`config.mk`:
```
export PLATFORM = sky130hd
export DESIGN_NAME = ilru_cell
export DESIGN_NICKNAME = d
export VERILOG_FILES = /design/src/sv/indexed_list_insert_remove_unit_assert.svh /design/src/sv/ilru_pkg.sv /design/src/sv/ilru_cell.sv
export SDC_FILE = /design/constraint.sdc
export NUM_CORES = 1
export LEC_CHECK = 0
export BUFFER_PORTS_ARGS = -buffer_cell sky130_fd_sc_hd__buf_2
export CORE_ASPECT_RATIO = 1.4
export CORE_MARGIN = 5
export CORE_UTILIZATION = 35
export DETAILED_ROUTE_END_ITERATION = 8
export PLACE_DENSITY = 0.61
export REMOVE_ABC_BUFFERS = 1
export SKIP_LAST_GASP = 1
export SLEW_MARGIN = 5
export SYNTH_ARGS = -nofsm -noshare
export SYNTH_HDL_FRONTEND = slang
export SYNTH_SLANG_ARGS = --single-unit
```
`constraint.sdc`:
```
create_clock -name clk -period 2.2 [get_ports clk]
set_clock_uncertainty 0.05 [all_clocks]
set_input_delay 0 -clock clk [delete_from_list [all_inputs] [get_ports clk]]
set_output_delay 0 -clock clk [all_outputs]
set_load 0.05 [all_outputs]
```
`src/sv/indexed_list_insert_remove_unit_assert.svh`:
```
// assertion macros for the indexed list unit
`ifndef INDEXED_LIST_INSERT_REMOVE_UNIT_ASSERT_SVH
`define INDEXED_LIST_INSERT_REMOVE_UNIT_ASSERT_SVH

// same-cycle implication, checked outside reset
`define ILRU_ASSERT_NOW(label, cond, conseq, msg) \
  label: assert property (@(posedge clk) disable iff (rst) (cond) |-> (conseq)) \
    else $error(msg);

// next-cycle implication, checked outside reset
`define ILRU_ASSERT_NEXT(label, cond, conseq, msg) \
  label: assert property (@(posedge clk) disable iff (rst) (cond) |=> (conseq)) \
    else $error(msg);

`endif

```
`src/sv/ilru_pkg.sv`:
```
// shared types and constants of the indexed list unit
package ilru_pkg;

  localparam int IDX_BITS   = 7;
  localparam int VAL_BITS   = 32;
  localparam int COUNT_BITS = 7;

  typedef enum logic [1:0] {
    OP_GET    = 2'd0,
    OP_SET    = 2'd1,
    OP_INSERT = 2'd2,
    OP_REMOVE = 2'd3
  } op_t;

  typedef enum logic [1:0] {
    ST_OK    = 2'd0,
    ST_RANGE = 2'd1,
    ST_FULL  = 2'd2,
    ST_EMPTY = 2'd3
  } status_t;

  // what every cell does at the edge of an accepted transaction
  typedef enum logic [1:0] {
    ACT_HOLD   = 2'd0,
    ACT_WRITE  = 2'd1,
    ACT_INSERT = 2'd2,
    ACT_REMOVE = 2'd3
  } act_t;

  typedef struct packed {
    act_t act;
    logic capture;
  } cell_ctrl_t;

endpackage

```
`src/sv/ilru_cell.sv`:
```
// one list slot: holds a word and shifts to or from its neighbours
module ilru_cell #(
  parameter int WORD_BITS = 32,
  parameter int POS_BITS  = 7,
  parameter int MY_POS    = 0
) (
  input  logic                  clk,
  input  ilru_pkg::cell_ctrl_t  ctrl,
  input  logic [POS_BITS-1:0]   pos,
  input  logic [WORD_BITS-1:0]  value,
  input  logic [WORD_BITS-1:0]  lower,
  input  logic [WORD_BITS-1:0]  upper,
  output logic [WORD_BITS-1:0]  word,
  output logic [WORD_BITS-1:0]  tap
);

  localparam logic [POS_BITS-1:0] MyPos = POS_BITS'(MY_POS);

  logic hit;
  logic above;

  assign hit   = (pos == MyPos);
  assign above = (MyPos > pos);

  always_ff @(posedge clk) begin
    unique case (ctrl.act)
      ilru_pkg::ACT_HOLD: begin
        word <= word;
      end
      ilru_pkg::ACT_WRITE: begin
        if (hit) begin
          word <= value;
        end
      end
      ilru_pkg::ACT_INSERT: begin
        if (hit) begin
          word <= value;
        end else if (above) begin
          word <= lower;
        end
      end
      ilru_pkg::ACT_REMOVE: begin
        if (hit || above) begin
          word <= upper;
        end
      end
      default: begin
        word <= word;
      end
    endcase
    // old word at the addressed slot, taken before any shift
    if (ctrl.capture) begin
      tap <= hit ? word : '0;
    end
  end

endmodule

```
After elaboration in Yosys (flattened, before gate mapping)
Cells that the tools add are included.
{ "classes": {"eq_ne": 6, "bitwise": 1, "n_reduce_logical": 4, "n_mux": 5, "n_lt_le_gt_ge": 1} }
{ "op_table": {"columns": ["op", "n"], "rows": [
  ["$mux W32", 4],
  ["$pmux W32 S3", 1],
  ["$gt A1 B7 Y1 const A", 1],
  ["$logic_not A7 Y1", 1],
  ["$eq A2 B2 Y1 const B", 2],
  ["$ne A2 B2 Y1 const B", 2],
  ["$reduce_and A4 Y1", 1],
  ["$ne A3 B3 Y1 const B", 1],
  ["$eq A2 B1 Y1 const B", 1],
  ["$logic_not A2 Y1", 1],
  ["$logic_or A1 B1 Y1", 1],
  ["$not A1 Y1", 1]
]} }
{ "totals": {"inputBits": 107, "reg_bits": 64, "output_inout_bits": 64, "word_cells": 19} }

Logic depth before layout (Yosys ltp)
Gate-level depths: netlist of run 1.
{ "depth": {"word_depth": 4, "depth_mapped": 5, "ltp_nobuf": 3} }

Least setup slack after synthesis of run 1
OpenSTA, ideal clock, no wires.
{ "synth_path": {"kind": "in2reg", "from": "input pos[3]", "to": "register word[0], enable pin", "slack_ns": 0.290, "t_required_ns": 1.759, "setup_time_ns": 0.391, "path_buffers": 2, "cell_stages": 5, "arrival_time_ns": 1.469, "path_cell_list": "nor4_2 -> and2_1 -> buf_4 -> buf_6 -> o21a_1"} }
{ "synth_between": {"elab_chain_len": 4, "elab_cells_between_ends": 7, "classes_between": "1 x order compare; 3 x eq/ne; 3 x reduce/logical"} }
{ "synth_rtl": {"columns": ["element", "line", "source"], "rows": [
  ["start: declaration", "ilru_cell.sv:9", "input logic [POS_BITS-1:0] pos,"],
  ["$gt A1 B7 Y1 or $logic_not A7 Y1 (tied branches)", "ilru_cell.sv:23, ilru_cell.sv:22", null],
  ["$logic_or A1 B1 Y1", "ilru_cell.sv:43", "if (hit || above) begin"],
  ["$ne A2 B2 Y1 (no source line)", null, null],
  ["$reduce_and A4 Y1 (no source line) *", null, null],
  ["end signal: assignment", "ilru_cell.sv:28", "word <= word;"],
  ["end signal: assignment", "ilru_cell.sv:44", "word <= upper;"],
  ["end signal: assignment", "ilru_cell.sv:48", "word <= word;"],
  ["end: declaration", "ilru_cell.sv:13", "output logic [WORD_BITS-1:0] word,"]
]} }
Mark *: on every way between the ends. The rest lies on a longest branch, timed or not.
A chain may end at the register's enable or synchronous reset.

Final worst setup path of run 1
{ "layout_path": {"from": "input pos[0]", "to": "register word[21], data pin"} }
{ "layout_between": {"elab_chain_len": 3} }
{ "layout_rtl": {"columns": ["element", "line", "source"], "rows": [
  ["$logic_not A7 Y1", "ilru_cell.sv:22", "assign hit = (pos == MyPos);"],
  ["$mux W32", "ilru_cell.sv:36", "if (hit) begin"],
  ["$pmux W32 S3", "ilru_cell.sv:26", "unique case (ctrl.act)"],
  ["end signal: assignment", "ilru_cell.sv:28", null],
  ["end signal: assignment", "ilru_cell.sv:37", "word <= value;"],
  ["end signal: assignment", "ilru_cell.sv:39", "word <= lower;"]
]} }
Every way passes these cells.

==> metrics.txt, run 1 <==
global-route track usage on met1 0.201; cell taking the most area after synthesis edfxtp_1; cells along the critical path buf_2 > nor3_2 > buf_4 > buf_4 > nand4_1 > o211ai_1 > dlygate4sd3_1; Peak VDD IR 0.000424 V; Synth Flop Type edfxtp_1; die footprint 11,500 um^2; Via Count 3,218; GR peak layer met2; post-synthesis sequential area ratio 0.584; post-synth cell types 20; final core utilization 0.528; final wirelength 10.4 mm; final worst-path cycle share 0.832; Via density 5.23; min-delay worst type input pin to flop; DP Wirelength 7.17 mm; DRT antenna net count 0; share of post-route cells with drive strength above 1 0.384; switching pwr 702 uW; # setup viols final 0; depth of the CTS H-tree 3; vias in the first global route 3,405; total track usage 0.185; first-pass GRT wire length 16.6 mm; Reg power frac 0.455; met2 GRT Util 0.331; diode count 0; internal power 2330 uW; max incr delay on CP 0.57 ns; Relative slew margins 0.495; Critical Path End Type flop; Post-synth EDFFs 64; CTS tree done; Synth area leaders edfxtp_1 (58%), and3_1 (12%), o211ai_1 (7.1%); Die Wd 92.0 um; FFs w/ async S/R, synth 0; switch share 0.232; post-synth top area share 0.584; met3 usage in global routing 0.0326; synthesis-stage register bit count 64; Max Cap Violations 0; Pleak 0.00222 uW; cell with the most instances on the worst path buf_4; Clock transition at path regs 0.05 ns; post-route insts no fill 615; CTS root buf clkbuf_16; commonest non-fill, non-tap cell in the layout buf_2; crit path time final 1.83 ns; YS warnings 0; status completed; worst slew pin tran 0.757 ns; core area 9350 um^2; clock net sink count 64; # IOs 171; Fin. Hold Viols 0; largest net degree at the start of global routing 65; clock power share 0.391; Arrival @ worst endpoint 1.97 ns; Critical Path RT 2.34 ns; commonest non-fill, non-tap cells in the layout buf_2 (170), edfxtp_1 (64), and3_1 (63), dlygate4sd3_1 (49); Cells after Synth 296; unrepaired setup endpoints after global routing no; fin. max-slew vios 0; clock tree buffer depth 2; Combinational Power Share 0.155; Die H 125 um; total grt overflow 0; Area Growth Syn to Fin 50.1%; Initial DRC Count 115; nets@finish 609; cts bufs inserted 9; synthesized area 3290 um^2; initial antenna violation count 1; Placed Cells 552; Pre-antenna DRT Iters 5; worst-skew pair later-pin latency 0.32 ns; Fmax 0.546 GHz; CP max FO 33; WL/cell 17.0 um; post-route DRC violation count 0; Crit Path Class input pin to flop; row cnt 42; crit start category input pin; GPL Wtd Cong 0.862; initial core utilization 0.352; Max stage delay cell, worst path dlygate4sd3_1; port bufs 170; pwr dens 613 nW/um^2; Avg Synthesized Cell Area 11.1 um^2
-- what timing repair did --
item,CTS,global route
hold endpoints to repair,31,0
setup buffers,0,0
gates resized for setup,0,0
hold buffers,49,0
-- power by group through the flow --
stage | Clock, uW | Sequential [uW] | Combinational (uW)
global route | 1260 | 1380 | 509
CTS | 1220 | 1380 | 468
finish | 1180 | 1380 | 468
detailed placement | 0 | 1400 | 384
floorplan | 0 | 1470 | 115
global placement | 0 | 1400 | 378
-- logic make-up (layout without fill, tap and decap cells) --
logic type,count (synthesis),count (layout),synth area share
buffers and inverters,36,245,0.0619
and+or+nand+nor,130,130,0.225
AOI/OAI and AO/OA,66,66,0.129
DFF,64,64,0.584
-- path summary, 6_finish.rpt --
check             from        to  slack [ns]  cells after the start
max             pos[0]  word[21]        0.37                      7
min          lower[30]  word[30]        0.01                      3
min reg2reg    word[6]    tap[6]        0.52                      1
max reg2reg   word[11]   tap[11]        1.31                      1
-- cell type report --
class | count | area, um^2
clock inverter | 3 | 11.3
timing repair buffer | 229 | 1440
tap | 110 | 138
sequential | 64 | 1920
inverter | 2 | 7.51
multi-input combinational | 196 | 1190
fill | 847 | 4410
clock buffer | 11 | 233
-- critical path, delay by kind of cell --
| kind | cells | cell delay, ns |
|---|---|---|
| buffers and inverters | 4 | 1.41 |
| AND/OR/NAND/NOR | 2 | 0.41 |
| AO/OA/AOI/OAI | 1 | 0.12 |
-- registers in the layout, summed over array words and instances (netlist names) --
name,count
tap,32
word,32
-- layer usage --
metal,share of wire,up-vias
li1,-,1567
met5,0.00086,-
met3,0.065,18
met4,0.021,2
met2,0.53,119
met1,0.39,1512
-- cell usage after synthesis (2+ instances only) --
| cell type | instances |
|---|---|
| edfxtp_1 | 64 |
| and3_1 | 63 |
| a21oi_1 | 31 |
| nand2_1 | 31 |
| nand4_1 | 31 |
| o211ai_1 | 31 |
| clkbuf_1 | 12 |
| buf_2 | 10 |
| buf_4 | 9 |
| buf_6 | 3 |
| inv_1 | 2 |
-- metrics by stage --
stage / TNS (ns) / total power [uW] / setup WS (ns) / cell area [um^2] / hold slack, ns
floorplan: -185.61 / 1590 / -2.77 / 3100 / 0.0625
global placement: 0 / 1780 / 0.596 / 4210 / 0.282
detailed placement: 0 / 1780 / 0.558 / 4210 / 0.286
CTS: 0 / 3070 / 0.391 / 4940 / 0.000733
global route: 0 / 3150 / 0.261 / 4940 / 0.0147
finish: 0 / 3030 / 0.370 / 4940 / 0.0136
No activity file was read; power rests on OpenSTA's default activity.
==> run 2, diff against run 1 <==
--- a/config.mk
+++ b/config.mk
@@ -5,12 +5,13 @@
 export SDC_FILE = /design/constraint.sdc
 export NUM_CORES = 1
 export LEC_CHECK = 0
+export ABC_AREA = 1
 export BUFFER_PORTS_ARGS = -buffer_cell sky130_fd_sc_hd__buf_2
 export CORE_ASPECT_RATIO = 1.4
 export CORE_MARGIN = 5
 export CORE_UTILIZATION = 35
 export DETAILED_ROUTE_END_ITERATION = 8
-export PLACE_DENSITY = 0.61
+export PLACE_DENSITY = 0.62
 export REMOVE_ABC_BUFFERS = 1
 export SKIP_LAST_GASP = 1
 export SLEW_MARGIN = 5
==> constraint.sdc (replaced) <==
create_clock -name clk -period 1.5 [get_ports clk]
set_clock_uncertainty 0.05 [all_clocks]
set_input_delay 0 -clock clk [delete_from_list [all_inputs] [get_ports clk]]
set_output_delay 0 -clock clk [all_outputs]
set_load 0.05 [all_outputs]
==> run 2 against run 1 <==
Clock-buffer cell count up 1; sequential power rose by 46%; utilization is essentially flat; largest cell class unchanged; critical path type is now flop to primary output; clock power grew 51%; non-clock buffer count decreased by 14; critical path depth fell by 6; total power grew 46%; synthesized area is 3.7% higher; sequential share of layout area decreased by 0.62 points; hold slack got worse by 0.011 ns; via count rose by 2.3%; combinational power up 34%.
==> metrics.txt, run 2 <==
synthesis-stage register bit count 64 (unchanged); port bufs 170 (unchanged); Via density 4.48 (-14%); Synth area leaders edfxtp_1 (56%), inv_1 (8.1%), nand2_1 (7.5%); commonest non-fill, non-tap cell in the layout buf_2; Critical Path RT 1.45 ns (-0.89 ns); Arrival @ worst endpoint 0.99 ns (-0.98 ns); Area Growth Syn to Fin 47.1%; clock tree buffer depth 2 (unchanged); Cells after Synth 397 (+34%); hold_sp lower[23]; # IOs 171 (unchanged); Design Power 4420 uW (+46%); hold-critical path endpoint word[23]; RR Startpoint word[7]; Clock transition at path regs 0.05 ns (about the same); setup TNS 0 ns (unchanged); final wirelength 10.2 mm (-2.1%); Synth Area in XOR/XNOR 0 (unchanged); nets@finish 707 (+16%); crit start category flop; synth cell count leaders inv_1 (74), nand2_1 (68), nor2_1 (68); post-synthesis sequential area ratio 0.563 (-0.0207); cells along the critical path buf_2; DRT antenna net count 0 (unchanged); initial antenna violation count 1 (unchanged); synthesized area 3410 um^2 (+3.7%); depth of the CTS H-tree 3 (unchanged); WL/cell 13.9 um (-18%); Post-synth EDFFs 64 (unchanged); largest net degree at the start of global routing 33 (-49%); Fmax 0.959 GHz; Fin. Hold Viols 0 (unchanged); Die Wd 93.5 um (+1.6%); Via Count 3,291 (+2.3%); max incr delay on CP 0.38 ns (-0.19 ns); synthesized-area fraction occupied by adder cells 0 (unchanged); DP Wirelength 7.58 mm (+5.7%); post-route DRC violation count 0 (unchanged); Crit Path Class flop to primary output; first-pass GRT wire length 15.7 mm (-5.3%); cts repair resizes 0 (unchanged); FFs w/ async S/R, synth 0 (unchanged); biggest regs tap: 32 flops, word: 32 flops; post-synth cell types 14 (-30%); commonest non-fill, non-tap cells in the layout buf_2 (170), inv_1 (74), nand2_1 (68), nor2_1 (67), edfxtp_1 (64); vias in the first global route 3,310 (-2.8%); row cnt 42 (unchanged); Max stage delay cell, worst path edfxtp_1; status completed; Critical Path Source word[7]; FF-to-FF End tap[7]; Die H 127 um (+1.7%); Critical Path End Type primary output; internal power 3380 uW (+45%); core area 9510 um^2 (+1.7%); die footprint 11,900 um^2 (+3.3%); Synth Flop Type edfxtp_1; Peak VDD IR 0.000548 V (+29%); Compound-Gate Fraction of Synth Area 0.112 (-0.0167); simple-gate area share of the yosys netlist 0.206 (-0.0194); CTS root buf clkbuf_16; post-synthesis mux area share 0 (unchanged); total grt overflow 0 (unchanged); Pre-antenna DRT Iters 5 (unchanged); cell taking the most area after synthesis edfxtp_1; Avg Synthesized Cell Area 8.60 um^2 (-23%); unrepaired setup endpoints after global routing no; Combinational Power Share 0.142 (-0.013); share of post-route cells with drive strength above 1 0.330 (-0.0541); Worst Reg-to-Reg Cells 2 (+1); CP delay by family, top flip-flops; GPL Wtd Cong 0.843 (-2.3%); fin. max-slew vios 0 (unchanged); worst slew pin tran 0.301 ns (-0.457 ns); YS warnings 0 (unchanged); # setup viols final 0 (unchanged); initial core utilization 0.359 (+0.00692); Relative slew margins 0.799 (+0.304); diode count 0 (unchanged); switch share 0.236 (+0.00411); Layout fillers 888 (+4.8%); CP Buf/Inv Count 1 (-3); clock net sink count 64 (unchanged); post-synth top area share 0.563 (-0.0207); min-delay worst type input pin to flop; WHS Path Cells 5 (+2); Reg power frac 0.456 (about the same); switching pwr 1040 uW (+49%); Max Cap Violations 0 (unchanged); largest family of logic cells by synthesized area simple AND/OR/NAND/NOR gates; pwr dens 881 nW/um^2 (+44%); Post-CTS Setup Bufs 0 (unchanged); cts bufs inserted 9 (unchanged); CP max FO 2 (-94%); Initial DRC Count 94 (-18%); final worst-path cycle share 0.696; CTS tree done; clock power share 0.402 (+0.011); hold_buf cts 30 (-39%); total track usage 0.173 (-0.0121); most common cell in the netlist inv_1; Pleak 0.00245 uW (+10%); hold_ws 0.00227 ns (-0.0113 ns); crit path time final 1.04 ns; worst-skew pair later-pin latency 0.33 ns (about the same); R2R setup slack 0.66 ns (-0.65 ns)
-- run 2: cell count changes in the layout (fill, tap and decap cells not counted), moves of 31 or more --
| cell | previous run | this run |
|---|---|---|
| a21oi_1 | 31 | 0 |
| nand4_1 | 31 | 0 |
| inv_1 | 2 | 74 |
| nor2_1 | 0 | 67 |
| nand3_1 | 0 | 35 |
| o21ai_0 | 1 | 32 |
| and3_1 | 63 | 0 |
| nand2_1 | 31 | 68 |
| o211ai_1 | 31 | 0 |
-- run 2: layout make-up --
cell class                 count  area (um^2)  area share
multi-input combinational    235         1090       0.218
clock inverter                 2         8.76     0.00174
inverter                      75          282      0.0561
sequential                    64         1920       0.383
timing repair buffer         215         1310       0.262
tap                          132          165      0.0329
clock buffer                  12          236      0.0471
-- run 2: how the worst max path moves through the flow --
stage	endpoint	cells past startpoint
4_1_cts	word[17]	1
3_3_place_gp	word[10]	8
3_5_place_dp	word[10]	8
5_1_grt	word[31]	8
6_report	word[7]	1
2_1_floorplan	word[0]	5
-- run 2: cell families (layout without fill, tap and decap cells) --
kind of cell,after synthesis,count (layout)
AND/OR/NAND/NOR,173,173
buffers and inverters,98,304
AO/OA/AOI/OAI,62,62
flip-flops,64,64
-- run 2: stage by stage --
stage	cell area, um^2	instances	utilization	setup WS (ns)
after floorplan	3290	374	-	-1.71
after global placement	4480	691	0.471	0.237
after detailed placement	4480	691	0.471	0.183
after CTS	5020	735	0.528	0.451
after global routing	5020	735	0.528	0.421
final	5020	735	0.528	0.457
-- run 2: power by group through the flow --
stage               clock, uW  combinational [uW]  sequential, uW
finish                   1780                 627            2020
global route             1900                 690            2020
CTS                      1810                 633            2020
detailed placement          0                 571            2050
global placement            0                 558            2050
floorplan                   0                 176            2160
-- run 2: metal layers --
layer,global-route usage,wire length (um),vias to the layer above
li1,-,-,1670
met1,0.177,3640,1468
met2,0.316,5580,119
met3,0.0350,577,32
met4,0.104,414,2
met5,0,7,-
==> run 3, diff against run 2 <==
--- a/config.mk
+++ b/config.mk
@@ -5,13 +5,13 @@
 export SDC_FILE = /design/constraint.sdc
 export NUM_CORES = 1
 export LEC_CHECK = 0
-export ABC_AREA = 1
+export ABC_AREA = 0
 export BUFFER_PORTS_ARGS = -buffer_cell sky130_fd_sc_hd__buf_2
 export CORE_ASPECT_RATIO = 1.4
 export CORE_MARGIN = 5
 export CORE_UTILIZATION = 35
 export DETAILED_ROUTE_END_ITERATION = 8
-export PLACE_DENSITY = 0.62
+export PLACE_DENSITY = 0.61
 export REMOVE_ABC_BUFFERS = 1
 export SKIP_LAST_GASP = 1
 export SLEW_MARGIN = 5
==> constraint.sdc (replaced) <==
create_clock -name clk -period 1 [get_ports clk]
set_clock_uncertainty 0.05 [all_clocks]
set_input_delay 0 -clock clk [delete_from_list [all_inputs] [get_ports clk]]
set_output_delay 0 -clock clk [all_outputs]
set_load 0.05 [all_outputs]
==> run 3 against run 2 <==
The flow now finishes with violations (hold timing, setup timing); sequential cell count unchanged; sequential share of layout area is 2.9 points lower; via count increased by 2.3%; cell count down 14%; clock-buffer cell count fell by 2; global-route usage up 2.3 points; first-iteration DRC count increased by 49%; wire length increased by 10%; utilization is 5.3 points higher.
==> metrics.txt, run 3 (synthesis results as in run 1) <==
Fmax 0.988 GHz; diode count 0 (unchanged); post-route insts no fill 635 (-14%); CTS tree done; Die Wd 92.0 um (-1.6%); final worst-path cycle share 1.01; # IOs 171 (unchanged); port bufs 170 (unchanged); share of post-route cells with drive strength above 1 0.417 (+0.0871); switch share 0.240 (+0.00409); min-delay worst type input pin to flop; Via density 5.30 (+18%); internal power 5180 uW (+53%); Fin. Hold Viols 1 (+1); Critical Path RT 0.99 ns (-0.46 ns); depth of the CTS H-tree 3 (unchanged); Max Cap Violations 0 (unchanged); worst-skew pair later-pin latency 0.32 ns (about the same); failing checks hold timing, setup timing; DRT antenna net count 0 (unchanged); CP Buf/Inv Count 3 (+2); Initial DRC Count 140 (+49%); clock power share 0.394 (-0.008); final core utilization 0.581 (+0.0532); commonest non-fill, non-tap cells in the layout buf_2 (133), edfxtp_1 (64), and3_1 (63), dlygate4sd3_1 (47); hold_ws -0.00560 ns (-0.00787 ns); biggest regs tap: 32 flops, word: 32 flops; final wirelength 11.3 mm (+10%); CTS root buf clkbuf_16; Die H 125 um (-1.7%); largest net degree at the start of global routing 36 (+9.1%); unrepaired setup endpoints after global routing yes; row cnt 42 (unchanged); crit path time final 1.01 ns; Clock transition at path regs 0.05 ns (about the same); DP Wirelength 7.60 mm (+0.29%); post-route DRC violation count 0 (unchanged); clock tree buffer depth 2 (unchanged); Pleak 0.00244 uW (-0.73%); Max stage delay cell, worst path nor3_4; Crit Path Class input pin to flop; Peak VDD IR 0.000735 V (+34%); commonest non-fill, non-tap cell in the layout buf_2; Via Count 3,367 (+2.3%); pwr dens 1250 nW/um^2 (+42%); total grt overflow 0 (unchanged); nets@finish 627 (-11%); Setup WS post-layout -0.0126 ns (-0.469 ns); fin. max-slew vios 0 (unchanged); cts bufs inserted 9 (unchanged); total track usage 0.195 (+0.0226); max incr delay on CP 0.22 ns (-0.16 ns); WL/cell 17.7 um (+28%); Arrival @ worst endpoint 1.00 ns (about the same); Critical Path End Type flop; Pre-antenna DRT Iters 5 (unchanged); crit start category input pin; CP max FO 10 (+8); worst slew pin tran 0.320 ns (+0.0186 ns); Combinational Power Share 0.163 (+0.021); GPL Wtd Cong 0.836 (-0.74%); clock net sink count 64 (unchanged); cells along the critical path buf_2 > nor3_4 > buf_6 > and2_4 > o21a_4 > buf_8; core area 9350 um^2 (-1.7%); initial core utilization 0.352 (-0.00692); switching pwr 1640 uW (+57%); status finished, violations left; initial antenna violation count 1 (unchanged); Relative slew margins 0.787 (-0.0128); # setup viols final 21 (+21); vias in the first global route 3,550 (+7.3%); CP delay by family, top buffers and inverters; Area Growth Syn to Fin 65.1%; first-pass GRT wire length 17.6 mm (+12%); die footprint 11,500 um^2 (-3.2%); Placed Cells 568 (-18%); Reg power frac 0.444 (-0.012)
[run 3: cell types whose count changed in the layout (fill, tap and decap cells not counted), sizes merged, moves of 17 or more]
cell	change
a21oi	+31
and3	+63
dlygate4sd3	+17
inv	-73
nand2	-37
nand3	-35
nand4	+31
nor2	-70
o211ai	+31
o21ai	-31
o21bai	-29
[run 3: final cells by class]
cell class                      instances  area (um^2)
Inverter                                2         7.51
Clock inverter                          6         26.3
Multi-Input combinational cell        196         1210
Tap cell                              110          138
Fill cell                             800         3920
Clock buffer                           10          229
Sequential cell                        64         1920
Timing Repair Buffer                  247         1900
[run 3: power by group through the flow]
stage | Combinational, uW | Sequential [uW] | Clock, uW
6_report | 1110 | 3030 | 2680
5_1_grt | 1190 | 3030 | 2870
4_1_cts | 1080 | 3030 | 2750
3_5_place_dp | 897 | 3080 | 0
3_3_place_gp | 881 | 3080 | 0
2_1_floorplan | 252 | 3230 | 0
[run 3: final timing paths]
kind | from | to | slack, ns | cells past startpoint
worst max register to register | word[11] | tap[11] | 0.10 | 1
worst min register to register | word[2] | tap[2] | 0.52 | 1
worst min-delay path | lower[2] | word[2] | -0.006 | 3
worst max-delay path | pos[0] | word[7] | -0.01 | 6
[run 3: metal layers]
| metal | global-route usage | wire (um) | vias to the layer above | part of all wire |
|---|---|---|---|---|
| li1 | - | - | 1610 | - |
| met1 | 0.219 | 4200 | 1565 | 0.37 |
| met2 | 0.343 | 5960 | 160 | 0.53 |
| met3 | 0.0375 | 731 | 30 | 0.065 |
| met4 | 0.107 | 364 | 2 | 0.032 |
| met5 | 0 | 13 | - | 0.0012 |
[run 3: per-stage QoR]
step	TNS [ns]	power [uW]	cell area, um^2	setup WS (ns)
after global routing	-1.89	7100	5440	-0.0503
after global placement	-41.05	3960	4350	-0.524
after floorplan	-300.81	3490	3100	-3.97
after CTS	-0.322	6850	5260	-0.0170
after detailed placement	-40.56	3970	4350	-0.504
final	-0.210	6820	5440	-0.0126
[run 3: what timing repair did]
action / in CTS / in global routing
hold endpoints to repair: 31 / 0
resized for setup: 43 / 55
hold buffers: 47 / 0
setup endpoints to repair: 111 / 104
pin swaps: 2 / 0
cloned: 1 / 1
setup buffers: 0 / 2
